File: src/hw/rtl/htfr_pkg.sv
// ----------------------------------------------------------------------------
// htfr_pkg
// shared constants and controller/datapath handshake types of the frame
// receiver
// ----------------------------------------------------------------------------
package htfr_pkg;

  localparam int FRAME_MAX_DEF = 16;
  localparam int BYTE_W        = 8;
  localparam int IDX_W         = 4;

  localparam logic [BYTE_W-1:0] HDR_FIRST  = 8'hA5;
  localparam logic [BYTE_W-1:0] HDR_SECOND = 8'h5A;
  localparam logic [BYTE_W-1:0] TRL_FIRST  = 8'hAA;
  localparam logic [BYTE_W-1:0] TRL_SECOND = 8'h55;

  // controller to datapath
  typedef struct packed {
    logic take;     // input beat accepted
    logic rd;       // read frame store at current output position
    logic advance;  // output beat accepted
  } htfr_cmd_t;

  // datapath to controller
  typedef struct packed {
    logic emit;     // current input completes a frame
    logic ovf;      // current input overruns the frame store
    logic last;     // shown result is the final one of the run
  } htfr_sts_t;

endpackage

File: src/hw/rtl/htfr_in_if.sv
// ----------------------------------------------------------------------------
// htfr_in_if
// received byte channel, valid/ready handshake
// ----------------------------------------------------------------------------
interface htfr_in_if;
  logic                           valid;
  logic                           ready;
  logic [htfr_pkg::BYTE_W-1:0]    rx_byte;

  modport source (output valid, output rx_byte, input ready);
  modport sink   (input valid, input rx_byte, output ready);
endinterface

File: src/hw/rtl/htfr_out_if.sv
// ----------------------------------------------------------------------------
// htfr_out_if
// frame result channel, valid/ready handshake
// ----------------------------------------------------------------------------
interface htfr_out_if;
  logic                           valid;
  logic                           ready;
  logic [htfr_pkg::BYTE_W-1:0]    frame_byte;
  logic [htfr_pkg::IDX_W-1:0]     byte_index;
  logic                           last_byte;
  logic                           overflow;

  modport source (output valid, output frame_byte, output byte_index,
                  output last_byte, output overflow, input ready);
  modport sink   (input valid, input frame_byte, input byte_index,
                  input last_byte, input overflow, output ready);
endinterface

File: src/hw/rtl/htfr_ram.sv
// ----------------------------------------------------------------------------
// htfr_ram
// generic single write port, single read port ram with registered read
// ----------------------------------------------------------------------------
module htfr_ram #(
  parameter int WIDTH = 8,
  parameter int DEPTH = 16
) (
  input  logic                     clk,
  input  logic                     we,
  input  logic [$clog2(DEPTH)-1:0] waddr,
  input  logic [WIDTH-1:0]         wdata,
  input  logic                     re,
  input  logic [$clog2(DEPTH)-1:0] raddr,
  output logic [WIDTH-1:0]         rdata
);

  logic [WIDTH-1:0] mem_r [DEPTH];
  logic [WIDTH-1:0] rdata_r;

  always_ff @(posedge clk) begin
    if (we) begin
      mem_r[waddr] <= wdata;
    end
    if (re) begin
      rdata_r <= mem_r[raddr];
    end
  end

  assign rdata = rdata_r;

endmodule

File: src/hw/rtl/htfr_datapath.sv
// ----------------------------------------------------------------------------
// htfr_datapath
// byte history, frame state, frame store and result formatting
// ----------------------------------------------------------------------------
module htfr_datapath #(
  parameter int FRAME_MAX = htfr_pkg::FRAME_MAX_DEF
) (
  input  logic                        clk,
  input  logic                        rst_n,
  input  htfr_pkg::htfr_cmd_t         cmd,
  output htfr_pkg::htfr_sts_t         sts,
  input  logic [htfr_pkg::BYTE_W-1:0] rx_byte,
  output logic [htfr_pkg::BYTE_W-1:0] frame_byte,
  output logic [htfr_pkg::IDX_W-1:0]  byte_index,
  output logic                        last_byte,
  output logic                        overflow
);

  localparam int AW  = $clog2(FRAME_MAX);
  localparam int WIW = $clog2(FRAME_MAX + 1);
  localparam int BW  = htfr_pkg::BYTE_W;
  localparam int IW  = htfr_pkg::IDX_W;

  logic           in_frame_r, in_frame_nxt;
  logic [BW-1:0]  prev_r, prev_nxt;
  logic [BW-1:0]  pprev_r, pprev_nxt;
  logic [WIW-1:0] wi_r, wi_nxt;
  logic [AW-1:0]  cnt_r, cnt_nxt;
  logic [AW-1:0]  last_idx_r, last_idx_nxt;
  logic           ovf_r, ovf_nxt;

  logic           hdr_hit;
  logic           fr_open;
  logic [WIW-1:0] wi_eff;
  logic           ovf_hit;
  logic           wr_hit;
  logic           trl_hit;
  logic [BW-1:0]  ram_q;
  logic [IW+AW-1:0] cnt_ext;

  assign hdr_hit = !in_frame_r && (prev_r == htfr_pkg::HDR_SECOND)
                   && (pprev_r == htfr_pkg::HDR_FIRST);
  assign fr_open = in_frame_r || hdr_hit;
  assign wi_eff  = in_frame_r ? wi_r : WIW'(2);
  assign ovf_hit = fr_open && (wi_eff >= WIW'(FRAME_MAX));
  assign wr_hit  = fr_open && !ovf_hit;
  // previous stored byte always equals the previous input while in frame
  assign trl_hit = wr_hit && (rx_byte == htfr_pkg::TRL_SECOND)
                   && (prev_r == htfr_pkg::TRL_FIRST);

  always_comb begin
    in_frame_nxt = in_frame_r;
    prev_nxt     = prev_r;
    pprev_nxt    = pprev_r;
    wi_nxt       = wi_r;
    cnt_nxt      = cnt_r;
    last_idx_nxt = last_idx_r;
    ovf_nxt      = ovf_r;
    if (cmd.take) begin
      in_frame_nxt = wr_hit && !trl_hit;
      wi_nxt       = (wr_hit && !trl_hit) ? wi_eff + WIW'(1) : WIW'(2);
      pprev_nxt    = prev_r;
      prev_nxt     = rx_byte;
      cnt_nxt      = '0;
      last_idx_nxt = wi_eff[AW-1:0];
      ovf_nxt      = ovf_hit;
    end else if (cmd.advance) begin
      cnt_nxt = cnt_r + AW'(1);
    end
  end

  always_ff @(posedge clk) begin
    if (!rst_n) begin
      in_frame_r <= 1'b0;
      prev_r     <= '0;
      pprev_r    <= '0;
      wi_r       <= WIW'(2);
      cnt_r      <= '0;
      last_idx_r <= '0;
      ovf_r      <= 1'b0;
    end else begin
      in_frame_r <= in_frame_nxt;
      prev_r     <= prev_nxt;
      pprev_r    <= pprev_nxt;
      wi_r       <= wi_nxt;
      cnt_r      <= cnt_nxt;
      last_idx_r <= last_idx_nxt;
      ovf_r      <= ovf_nxt;
    end
  end

  // header positions come from constants, the rest from the store
  htfr_ram #(
    .WIDTH (BW),
    .DEPTH (FRAME_MAX)
  ) u_store (
    .clk   (clk),
    .we    (cmd.take && wr_hit),
    .waddr (wi_eff[AW-1:0]),
    .wdata (rx_byte),
    .re    (cmd.rd),
    .raddr (cnt_r),
    .rdata (ram_q)
  );

  assign cnt_ext = {{IW{1'b0}}, cnt_r};

  always_comb begin
    if (ovf_r) begin
      frame_byte = '0;
    end else if (cnt_r == AW'(0)) begin
      frame_byte = htfr_pkg::HDR_FIRST;
    end else if (cnt_r == AW'(1)) begin
      frame_byte = htfr_pkg::HDR_SECOND;
    end else begin
      frame_byte = ram_q;
    end
  end

  assign byte_index = ovf_r ? '0 : cnt_ext[IW-1:0];
  assign last_byte  = ovf_r || (cnt_r == last_idx_r);
  assign overflow   = ovf_r;

  assign sts.emit = trl_hit;
  assign sts.ovf  = ovf_hit;
  assign sts.last = last_byte;

endmodule

File: src/hw/rtl/htfr_ctrl.sv
// ----------------------------------------------------------------------------
// htfr_ctrl
// controller: takes a byte; on a completed frame walks the frame store one result at a time
// ----------------------------------------------------------------------------
module htfr_ctrl (
  input  logic                clk,
  input  logic                rst_n,
  input  logic                in_valid,
  output logic                in_ready,
  output logic                out_valid,
  input  logic                out_ready,
  input  htfr_pkg::htfr_sts_t sts,
  output htfr_pkg::htfr_cmd_t cmd
);

  typedef enum logic [1:0] {
    ST_IDLE,
    ST_READ,
    ST_SHOW
  } state_t;

  state_t state_r;
  logic   in_ready_r;
  logic   out_valid_r;

  assign cmd.take    = in_valid && in_ready_r;
  assign cmd.rd      = (state_r == ST_READ);
  assign cmd.advance = out_valid_r && out_ready;

  always_ff @(posedge clk) begin
    if (!rst_n) begin
      state_r     <= ST_IDLE;
      in_ready_r  <= 1'b0;
      out_valid_r <= 1'b0;
    end else begin
      unique case (state_r)
        ST_IDLE: begin
          in_ready_r <= 1'b1;
          if (cmd.take) begin
            if (sts.ovf) begin
              state_r     <= ST_SHOW;
              in_ready_r  <= 1'b0;
              out_valid_r <= 1'b1;
            end else if (sts.emit) begin
              state_r    <= ST_READ;
              in_ready_r <= 1'b0;
            end
          end
        end
        ST_READ: begin
          state_r     <= ST_SHOW;
          out_valid_r <= 1'b1;
        end
        ST_SHOW: begin
          if (out_ready) begin
            out_valid_r <= 1'b0;
            if (sts.last) begin
              state_r    <= ST_IDLE;
              in_ready_r <= 1'b1;
            end else begin
              state_r <= ST_READ;
            end
          end
        end
        default: begin
          state_r     <= ST_IDLE;
          in_ready_r  <= 1'b0;
          out_valid_r <= 1'b0;
        end
      endcase
    end
  end

  assign in_ready  = in_ready_r;
  assign out_valid = out_valid_r;

endmodule

File: src/hw/rtl/header_tail_frame_receiver_core.sv
// ----------------------------------------------------------------------------
// header_tail_frame_receiver_core
// deframer for a received byte stream with a two byte header and trailer
// ----------------------------------------------------------------------------
// An input byte is taken on an in_ch handshake. A byte that completes a frame
// (header 0xA5 0x5A, trailer 0xAA 0x55) is followed by one result per frame
// byte, header first, each made by a frame store read and then shown on the
// output until out_ch.ready takes it; no byte is taken until the last result
// is delivered. A frame that would exceed FRAME_MAX bytes gives one overflow
// result. The frame store is a ram of FRAME_MAX bytes with one write and one
// registered read port; there is no clearing pass after reset.
// ----------------------------------------------------------------------------
module header_tail_frame_receiver_core #(
  parameter int FRAME_MAX = htfr_pkg::FRAME_MAX_DEF
) (
  input  logic  clk,
  input  logic  rst_n,
  htfr_in_if.sink    in_ch,
  htfr_out_if.source out_ch
);

  htfr_pkg::htfr_cmd_t cmd;
  htfr_pkg::htfr_sts_t sts;

  htfr_ctrl u_ctrl (
    .clk       (clk),
    .rst_n     (rst_n),
    .in_valid  (in_ch.valid),
    .in_ready  (in_ch.ready),
    .out_valid (out_ch.valid),
    .out_ready (out_ch.ready),
    .sts       (sts),
    .cmd       (cmd)
  );

  htfr_datapath #(
    .FRAME_MAX (FRAME_MAX)
  ) u_dp (
    .clk        (clk),
    .rst_n      (rst_n),
    .cmd        (cmd),
    .sts        (sts),
    .rx_byte    (in_ch.rx_byte),
    .frame_byte (out_ch.frame_byte),
    .byte_index (out_ch.byte_index),
    .last_byte  (out_ch.last_byte),
    .overflow   (out_ch.overflow)
  );

endmodule

File: src/flat_wrapper.sv
// flat-port wrapper written by rule: the top's interface ports become plain ports
module header_tail_frame_receiver_core_flat 
#(
  parameter int FRAME_MAX = htfr_pkg::FRAME_MAX_DEF
)
  (clk, rst_n, in_ch_valid, in_ch_rx_byte, in_ch_ready, out_ch_valid, out_ch_frame_byte, out_ch_byte_index, out_ch_last_byte, out_ch_overflow, out_ch_ready);
  htfr_in_if in_ch_i ();
  htfr_out_if out_ch_i ();
  input  logic clk;
  input  logic rst_n;
  input wire logic [$bits(in_ch_i.valid)-1:0] in_ch_valid;
  input wire logic [$bits(in_ch_i.rx_byte)-1:0] in_ch_rx_byte;
  output wire logic [$bits(in_ch_i.ready)-1:0] in_ch_ready;
  output wire logic [$bits(out_ch_i.valid)-1:0] out_ch_valid;
  output wire logic [$bits(out_ch_i.frame_byte)-1:0] out_ch_frame_byte;
  output wire logic [$bits(out_ch_i.byte_index)-1:0] out_ch_byte_index;
  output wire logic [$bits(out_ch_i.last_byte)-1:0] out_ch_last_byte;
  output wire logic [$bits(out_ch_i.overflow)-1:0] out_ch_overflow;
  input wire logic [$bits(out_ch_i.ready)-1:0] out_ch_ready;
  assign in_ch_i.valid = in_ch_valid;
  assign in_ch_i.rx_byte = in_ch_rx_byte;
  assign in_ch_ready = in_ch_i.ready;
  assign out_ch_valid = out_ch_i.valid;
  assign out_ch_frame_byte = out_ch_i.frame_byte;
  assign out_ch_byte_index = out_ch_i.byte_index;
  assign out_ch_last_byte = out_ch_i.last_byte;
  assign out_ch_overflow = out_ch_i.overflow;
  assign out_ch_i.ready = out_ch_ready;
  header_tail_frame_receiver_core #(.FRAME_MAX(FRAME_MAX)) u_core (.clk(clk), .rst_n(rst_n), .in_ch(in_ch_i), .out_ch(out_ch_i));
endmodule
File: config.mk
export PLATFORM = sky130hd
export DESIGN_NAME = header_tail_frame_receiver_core_flat
export DESIGN_NICKNAME = d
export VERILOG_FILES = /design/src/hw/rtl/htfr_pkg.sv /design/src/hw/rtl/htfr_in_if.sv /design/src/hw/rtl/htfr_out_if.sv /design/src/hw/rtl/htfr_ram.sv /design/src/hw/rtl/htfr_datapath.sv /design/src/hw/rtl/htfr_ctrl.sv /design/src/hw/rtl/header_tail_frame_receiver_core.sv /design/src/flat_wrapper.sv
export SDC_FILE = /design/constraint.sdc
export NUM_CORES = 1
export LEC_CHECK = 0
export ABC_CLOCK_PERIOD_IN_PS = 3180
export BUFFER_PORTS_ARGS = -buffer_cell sky130_fd_sc_hd__buf_2
export CORE_UTILIZATION = 40
export CTS_BUF_LIST = sky130_fd_sc_hd__clkbuf_8 sky130_fd_sc_hd__clkbuf_16
export DETAILED_ROUTE_END_ITERATION = 12
export PLACE_DENSITY = 0.6
export SLEW_MARGIN = 20
export SYNTH_ARGS = -nofsm -noshare
export SYNTH_HDL_FRONTEND = slang
export SYNTH_HIERARCHICAL = 1
export SYNTH_SLANG_ARGS = --single-unit
File: constraint.sdc
create_clock -name clk -period 3.18 [get_ports clk]
set_clock_uncertainty 0.15 [all_clocks]
set_input_delay 0.159 -clock clk [delete_from_list [all_inputs] [get_ports clk]]
set_output_delay 0.159 -clock clk [all_outputs]
set_load 0.02 [all_outputs]
==> results by group, run 1 <==
Outcome
  • Outcome: complete, no violations

Cells and area
  • Nets: 481
  • P&R area growth vs syn: 15.1%
  • Layout cells sized above 1: 0.218
  • Filler instances: 1449
  • Multi-input logic area: 2090 um^2
  • Sequential Area: 4790 um^2
  • Finished Layout Cells: 703
  • Antenna cell count: 0

Power and ir drop
  • Tot Pwr: 4.63 mW
  • P per Cell Area: 572 nW/um^2
  • P_leak: 2.68 nW
  • Peak VDD IR: 0.000377 V

Synthesis
  • Synth warnings: 6
  • Syn avg cell area: 16.9 um^2
  • Count of state elements after synthesis: 171
  • Main combinational cell family by area after synthesis: multiplexers
  • Synth Area in Adders: 0.00712
  • Post-Synth XOR/XNOR Area: 0.0112
  • Top-area cell type share of the netlist area: 0.581
  • Simple-Gate Fraction of Synth Area: 0.0953
  • Seq/Total Area, Yosys: 0.681
  • Syn Inst Count: 416
  • EDFF count, synth: 136
  • Top post-synthesis cells by area: edfxtp_1 58%, dfxtp_1 10%, mux4_2 5.8%
  • Ys async rst share: 0
  • Yosys top cell by area: edfxtp_1
  • Synth Area in Compound Gates: 0.0410
  • Most common library cells after synthesis: 136 x edfxtp_1, 35 x dfxtp_1, 28 x nor2_1, 27 x nor2b_1, 22 x mux2i_1
  • Mux share of post-synthesis cell area: 0.143
  • Most common cell in the netlist: edfxtp_1
  • Ys flop type: edfxtp_1
  • Post-Syn Area: 7030 um^2
  • Yosys cell types: 46
  • Post-synth net total: 432

Flow run
  • Max cap viols: 0

Critical path
  • CP arrival: 2.36 ns
  • Worst Path Required: 2.87 ns
  • Crit. End Element: output pin
  • Crit path from: u_core/u_dp/cnt_r[0]
  • Launching point of the worst reg2reg path: u_core/u_dp/prev_r[0]
  • Kind of critical path: register to output pin
  • Worst Path Max Fanout: 14
  • Worst setup SP type: register

Timing
  • Final Setup Violations: 0
  • Worst slew margin: 0.645
  • Fin crit share: 0.840
  • Final Critical Period: 2.67 ns
  • Slew @ Worst Pin: 0.531 ns
  • Slew Limit Fails: 0
  • Final hold vios: 0
  • RSZ-0062 raised after global routing: false
  • Final setup TNS: 0 ns
  • Min setup slack post-route: 0.510 ns
  • WHS: 0.0170 ns
  • F_max: 375 MHz

Floorplanning
  • Core area: 17200 um^2
  • Die Area: 18100 um^2
  • Cell Rows: 48
  • Die height: 135 um
  • Initial Util: 0.408
  • Die width: 135 um
  • Top Ports: 28

Hold path
  • Hold Path Class: input pin to register
  • Min-delay src: rst_n

Clocking
  • Latest clock arrival within the worst-skew pair: 0.43 ns
  • Root buf cell: clkbuf_16
  • Htree depth: 4
  • Clock buffer depth: 2
  • Post-CTS Setup Inserts: 0
  • CTS resizes: 0
  • # clock sinks: 171
  • TritonCTS buffer count: 17
  • Clk slew on worst S/H paths: 0.06 ns
  • CTS tree: built

Global route
  • First-pass GRT wire length: 21.6 mm
  • Grt ovf: 0
  • Vias in the first global route: 3678
  • GRT Total Usage: 0.169
  • Initial antenna violation count: 0
  • Largest net degree at the start of global routing: 38

Drt
  • Via count: 3690
  • DR vias/cell: 5.25
  • WL final: 14.1 mm
  • Pre-antenna DRT Iters: 5
  • WL per Instance: 20.1 um
  • DRC: 0
  • Drt first-iter violations: 281
  • Antenna Nets Post-Route: 0

Placement
  • Placed Cells: 670
  • GPL Wtd Cong: 0.751
  • Port bufs: 27
  • DP HPWL: 9.14 mm
  • Place WS: 0.638 ns
-- power by group --
part           internal [mW]  switching, mW  leakage [nW]
Combinational         0.0301         0.0610         0.885
Sequential              2.42        0.00679          1.51
Clock                   1.30          0.818         0.290
-- through the flow --
stage          instance area, um^2  utilization
2_1_floorplan                 7030            -
4_1_cts                       8090        0.469
6_report                      8090        0.469
5_1_grt                       8090        0.469
3_3_place_gp                  7470        0.433
3_5_place_dp                  7470        0.433
-- layout by cell type, fill, tap and decap left out, types with 5 or more instances in the layout --
cell and n:
mux2i_1 22, buf_2 27, a22oi_1 16, mux4_2 18, buf_4 22, xnor2_1 7
and2_1 9, dfxtp_1 34, nand2_1 16, a21oi_1 8, edfxtp_1 136, mux4_1 14
inv_1 5, nor2_1 28, nand2b_1 6, nor2b_1 27, clkbuf_16 17
-- flip-flops by register name (all words and copies together) (netlist names), 2 cells and up --
name,flops
u_core/u_dp/cnt_r,4
u_core/u_dp/u_store/rdata,8
u_core/u_ctrl/state_r,2
u_core/u_dp/prev_r,8
u_core/u_dp/last_idx_r,4
u_core/u_dp/wi_r,5
u_core/u_dp/pprev_r,8
u_core/u_dp/u_store/mem_r,128
-- kinds of logic (layout without fill, tap and decap cells) --
| group | count (synthesis) | count (layout) |
|---|---|---|
| DFF | 171 | 171 |
| and+or+nand+nor | 114 | 114 |
| muxes | 55 | 55 |
| AOI/OAI and AO/OA | 40 | 40 |
| buffers and inverters | 23 | 85 |
| xor gates and xnor gates | 9 | 9 |
| adders and majority gates | 4 | 4 |
-- layout make-up --
type	instances	share of cell area
Clock inverter	15	0.0226
Multi-Input combinational cell	222	0.259
Clock buffer	17	0.0526
Sequential cell	171	0.592
Inverter	3	0.00139
Tap cell	225	0.0348
Timing Repair Buffer	50	0.0384
-- what timing repair did --
| item | CTS | global route |
|---|---|---|
| hold buffers | 1 | 0 |
| setup endpoints to repair | 0 | 0 |
| endpoints found under the hold margin | 3 | 0 |
-- layer usage --
| metal | track usage | share of wire |
|---|---|---|
| met1 | 0.218 | 0.45 |
| met2 | 0.277 | 0.50 |
| met3 | 0.0375 | 0.032 |
| met4 | 0.0712 | 0.020 |
| met5 | 0 | 0 |
-- path summary, 6_finish.rpt --
check	to	slack [ns]	cells after the start
setup / recovery	out_ch_frame_byte[3]	0.51	7
hold reg to reg	u_core/u_dp/wi_r[0]	0.32	2
setup reg to reg	u_core/u_dp/u_store/mem_r[0][4]	0.62	8
hold / removal	u_core/u_ctrl/state_r[1]	0.02	3
-- worst max-delay path, stage by stage, from the launching register on --
cell	delay, ns
dfxtp_2	0.60
buf_4	0.34
inv_1	0.09
ha_1	0.19
and2_1	0.18
nor2_1	0.22
o21a_1	0.16
buf_2	0.15
Note: power is estimated with default switching activity, not from simulation.
==> run 2: changes to the inputs <==
--- a/config.mk
+++ b/config.mk
@@ -5,7 +5,7 @@
 export SDC_FILE = /design/constraint.sdc
 export NUM_CORES = 1
 export LEC_CHECK = 0
-export ABC_CLOCK_PERIOD_IN_PS = 3180
+export ABC_CLOCK_PERIOD_IN_PS = 2640
 export BUFFER_PORTS_ARGS = -buffer_cell sky130_fd_sc_hd__buf_2
 export CORE_UTILIZATION = 40
 export CTS_BUF_LIST = sky130_fd_sc_hd__clkbuf_8 sky130_fd_sc_hd__clkbuf_16
==> constraint.sdc (replaced) <==
create_clock -name clk -period 2.64 [get_ports clk]
set_clock_uncertainty 0.15 [all_clocks]
set_input_delay 0.132 -clock clk [delete_from_list [all_inputs] [get_ports clk]]
set_output_delay 0.132 -clock clk [all_outputs]
set_load 0.02 [all_outputs]
==> run 2 against run 1 <==
  * Flip-flop and latch count stayed put
  * Design area rose by 0.67%
  * Clock power is 15% higher
  * Critical path depth unchanged
  * Register-to-register slack worse by 0.47 ns
  * Global-route usage rose by 0.11 points
  * Non-clock buffer count increased by 4
  * Largest cell class unchanged
==> results by group, run 2 (synthesized netlist as in run 1, its figures left out) <==
Critical path
  • Worst setup SP type: register
  • Worst r2r dst: u_core/u_dp/u_store/mem_r[0][0]
  • Worst R2R Path Depth: 7
  • CP arrival: 2.47 ns
  • Internal reg-to-reg setup slack: 0.15 ns
  • Worst Path Max Fanout: 8
  • Crit. End Element: register
  • Launching point of the worst reg2reg path: u_core/u_dp/prev_r[0]
  • Worst Path Required: 2.62 ns
  • Kind of critical path: register to register

Clocking
  • CTS tree: built
  • Post-CTS Setup Inserts: 0
  • TritonCTS buffer count: 17
  • Htree depth: 4
  • # clock sinks: 171
  • Clk slew on worst S/H paths: 0.06 ns
  • Latest clock arrival within the worst-skew pair: 0.42 ns
  • Root buf cell: clkbuf_16
  • Clock buffer depth: 2

Cells and area
  • Nets: 485
  • P&R area growth vs syn: 15.9%
  • Post-layout util: 0.472
  • Max reg flops: 128
  • Commonest non-fill, non-tap cells in the layout: 136 x edfxtp_1, 34 x dfxtp_1, 28 x nor2_1
  • Filler instances: 1432
  • Reg with most FFs: u_core/u_dp/u_store/mem_r
  • Layout cells sized above 1: 0.234
  • Antenna cell count: 0
  • Design Area, Final: 8140 um^2
  • Commonest non-fill, non-tap cell in the layout: edfxtp_1

Power and ir drop
  • Internal: 4.42 mW
  • P per Cell Area: 672 nW/um^2
  • Peak VDD IR: 0.000447 V
  • Combinational cell fraction of total power: 0.021
  • Tot Pwr: 5.48 mW
  • P_leak: 2.70 nW
  • Clock Power Share: 0.446
  • Switch Pwr: 1.06 mW
  • Reg power frac: 0.533
  • Switching Fraction: 0.193

Outcome
  • Outcome: complete, no violations

Floorplanning
  • Cell Rows: 48
  • Top Ports: 28
  • Die height: 135 um
  • Initial Util: 0.408
  • Die Area: 18100 um^2
  • Die width: 135 um
  • Core area: 17200 um^2

Global route
  • Initial antenna violation count: 0
  • First-pass GRT wire length: 21.8 mm
  • GRT Total Usage: 0.170
  • Largest net degree at the start of global routing: 38
  • Grt ovf: 0
  • Vias in the first global route: 3724

Hold path
  • Worst hold stages: 1
  • Worst hold endpoint: u_core/u_dp/u_store/mem_r[11][7]
  • Min-delay src: in_ch_rx_byte[7]
  • Hold Path Class: input pin to register

Drt
  • Drt first-iter violations: 300
  • DRC: 0
  • WL per Instance: 20.4 um
  • Pre-antenna DRT Iters: 5
  • Via count: 3700
  • DR vias/cell: 5.23
  • WL final: 14.4 mm
  • Antenna Nets Post-Route: 0

Timing
  • Min setup slack post-route: 0.149 ns
  • RSZ-0062 raised after global routing: false
  • F_max: 401 MHz
  • Final Setup Violations: 0
  • Final Critical Period: 2.49 ns
  • Final hold vios: 0
  • Final setup TNS: 0 ns
  • Fin crit share: 0.944
  • Slew @ Worst Pin: 0.685 ns
  • Worst slew margin: 0.537
  • Slew Limit Fails: 0

Placement
  • Place WS: 0.161 ns
  • DP HPWL: 9.38 mm
  • Port bufs: 27
  • GPL Wtd Cong: 0.824
  • DP Area: 7540 um^2

Flow run
  • Max cap viols: 0
-- run 2: cell types whose count changed in the layout (fill, tap and decap cells not counted), sizes merged --
| cell | before | now |
|---|---|---|
| buf | 49 | 52 |
| clkinv | 5 | 7 |
| bufinv | 4 | 3 |
| clkinvlp | 4 | 3 |
| dlygate4sd3 | 1 | 2 |
-- run 2: routing by layer --
metal	up-vias	GRT usage	share of wire	routed length [um]
li1	1728	-	-	-
met1	1874	0.231	0.46	6630
met2	80	0.271	0.49	7030
met3	18	0.0323	0.035	511
met4	0	0.0693	0.017	246
met5	-	0	0	0
-- run 2: critical path: stages, from the launching register on --
cell and delay [ns]:
dfxtp_1 0.32, and4bb_2 0.33, nand4_1 0.11, mux2_2 0.30
nor2b_1 0.15, or3b_2 0.53, nor3_2 0.13, buf_4 0.19
-- run 2: what timing repair did --
action	CTS	global route
endpoints found under the hold margin	3	0
hold buffers	2	0
resized for setup	0	0
-- run 2: through the flow --
| stage | hold WS [ns] | instances |
|---|---|---|
| 6_report | 0.0108 | 707 |
| 5_1_grt | 0.0114 | 707 |
| 4_1_cts | 0.00321 | 707 |
| 3_5_place_dp | 0.286 | 673 |
| 3_3_place_gp | 0.291 | 673 |
| 2_1_floorplan | 0.0809 | 416 |
-- run 2: worst max-delay path by stage --
stage	start	endpoint	slack, ns	cells after the start
floorplan	u_core/u_ctrl/in_ready	u_core/u_dp/u_store/mem_r[2][0]	-0.12	6
global placement	u_core/u_dp/prev_r[0]	u_core/u_dp/u_store/mem_r[0][7]	0.20	7
detailed placement	u_core/u_dp/prev_r[0]	u_core/u_dp/u_store/mem_r[0][0]	0.16	7
CTS	u_core/u_dp/prev_r[0]	u_core/u_dp/u_store/mem_r[0][1]	0.14	7
global route	u_core/u_dp/pprev_r[3]	u_core/u_dp/u_store/mem_r[2][1]	0.008	7
finish	u_core/u_dp/prev_r[0]	u_core/u_dp/u_store/mem_r[0][0]	0.15	7
-- run 2: power by group through the flow --
stage / Clock (mW) / Combinational, mW / Sequential (mW)
2_1_floorplan: 0 / 0.0497 / 2.98
3_3_place_gp: 0 / 0.112 / 2.98
3_5_place_dp: 0 / 0.115 / 2.98
4_1_cts: 2.48 / 0.118 / 2.92
5_1_grt: 2.58 / 0.125 / 2.92
6_report: 2.44 / 0.115 / 2.92
-- run 2: final cells by class --
cell class	count	area, um^2	area share
Clock buffer	17	425	0.0523
Tap cell	225	282	0.0346
Multi-Input combinational cell	222	2110	0.259
Inverter	3	11.3	0.00138
Timing Repair Buffer	54	368	0.0452
Sequential cell	171	4790	0.588
Clock inverter	15	159	0.0195
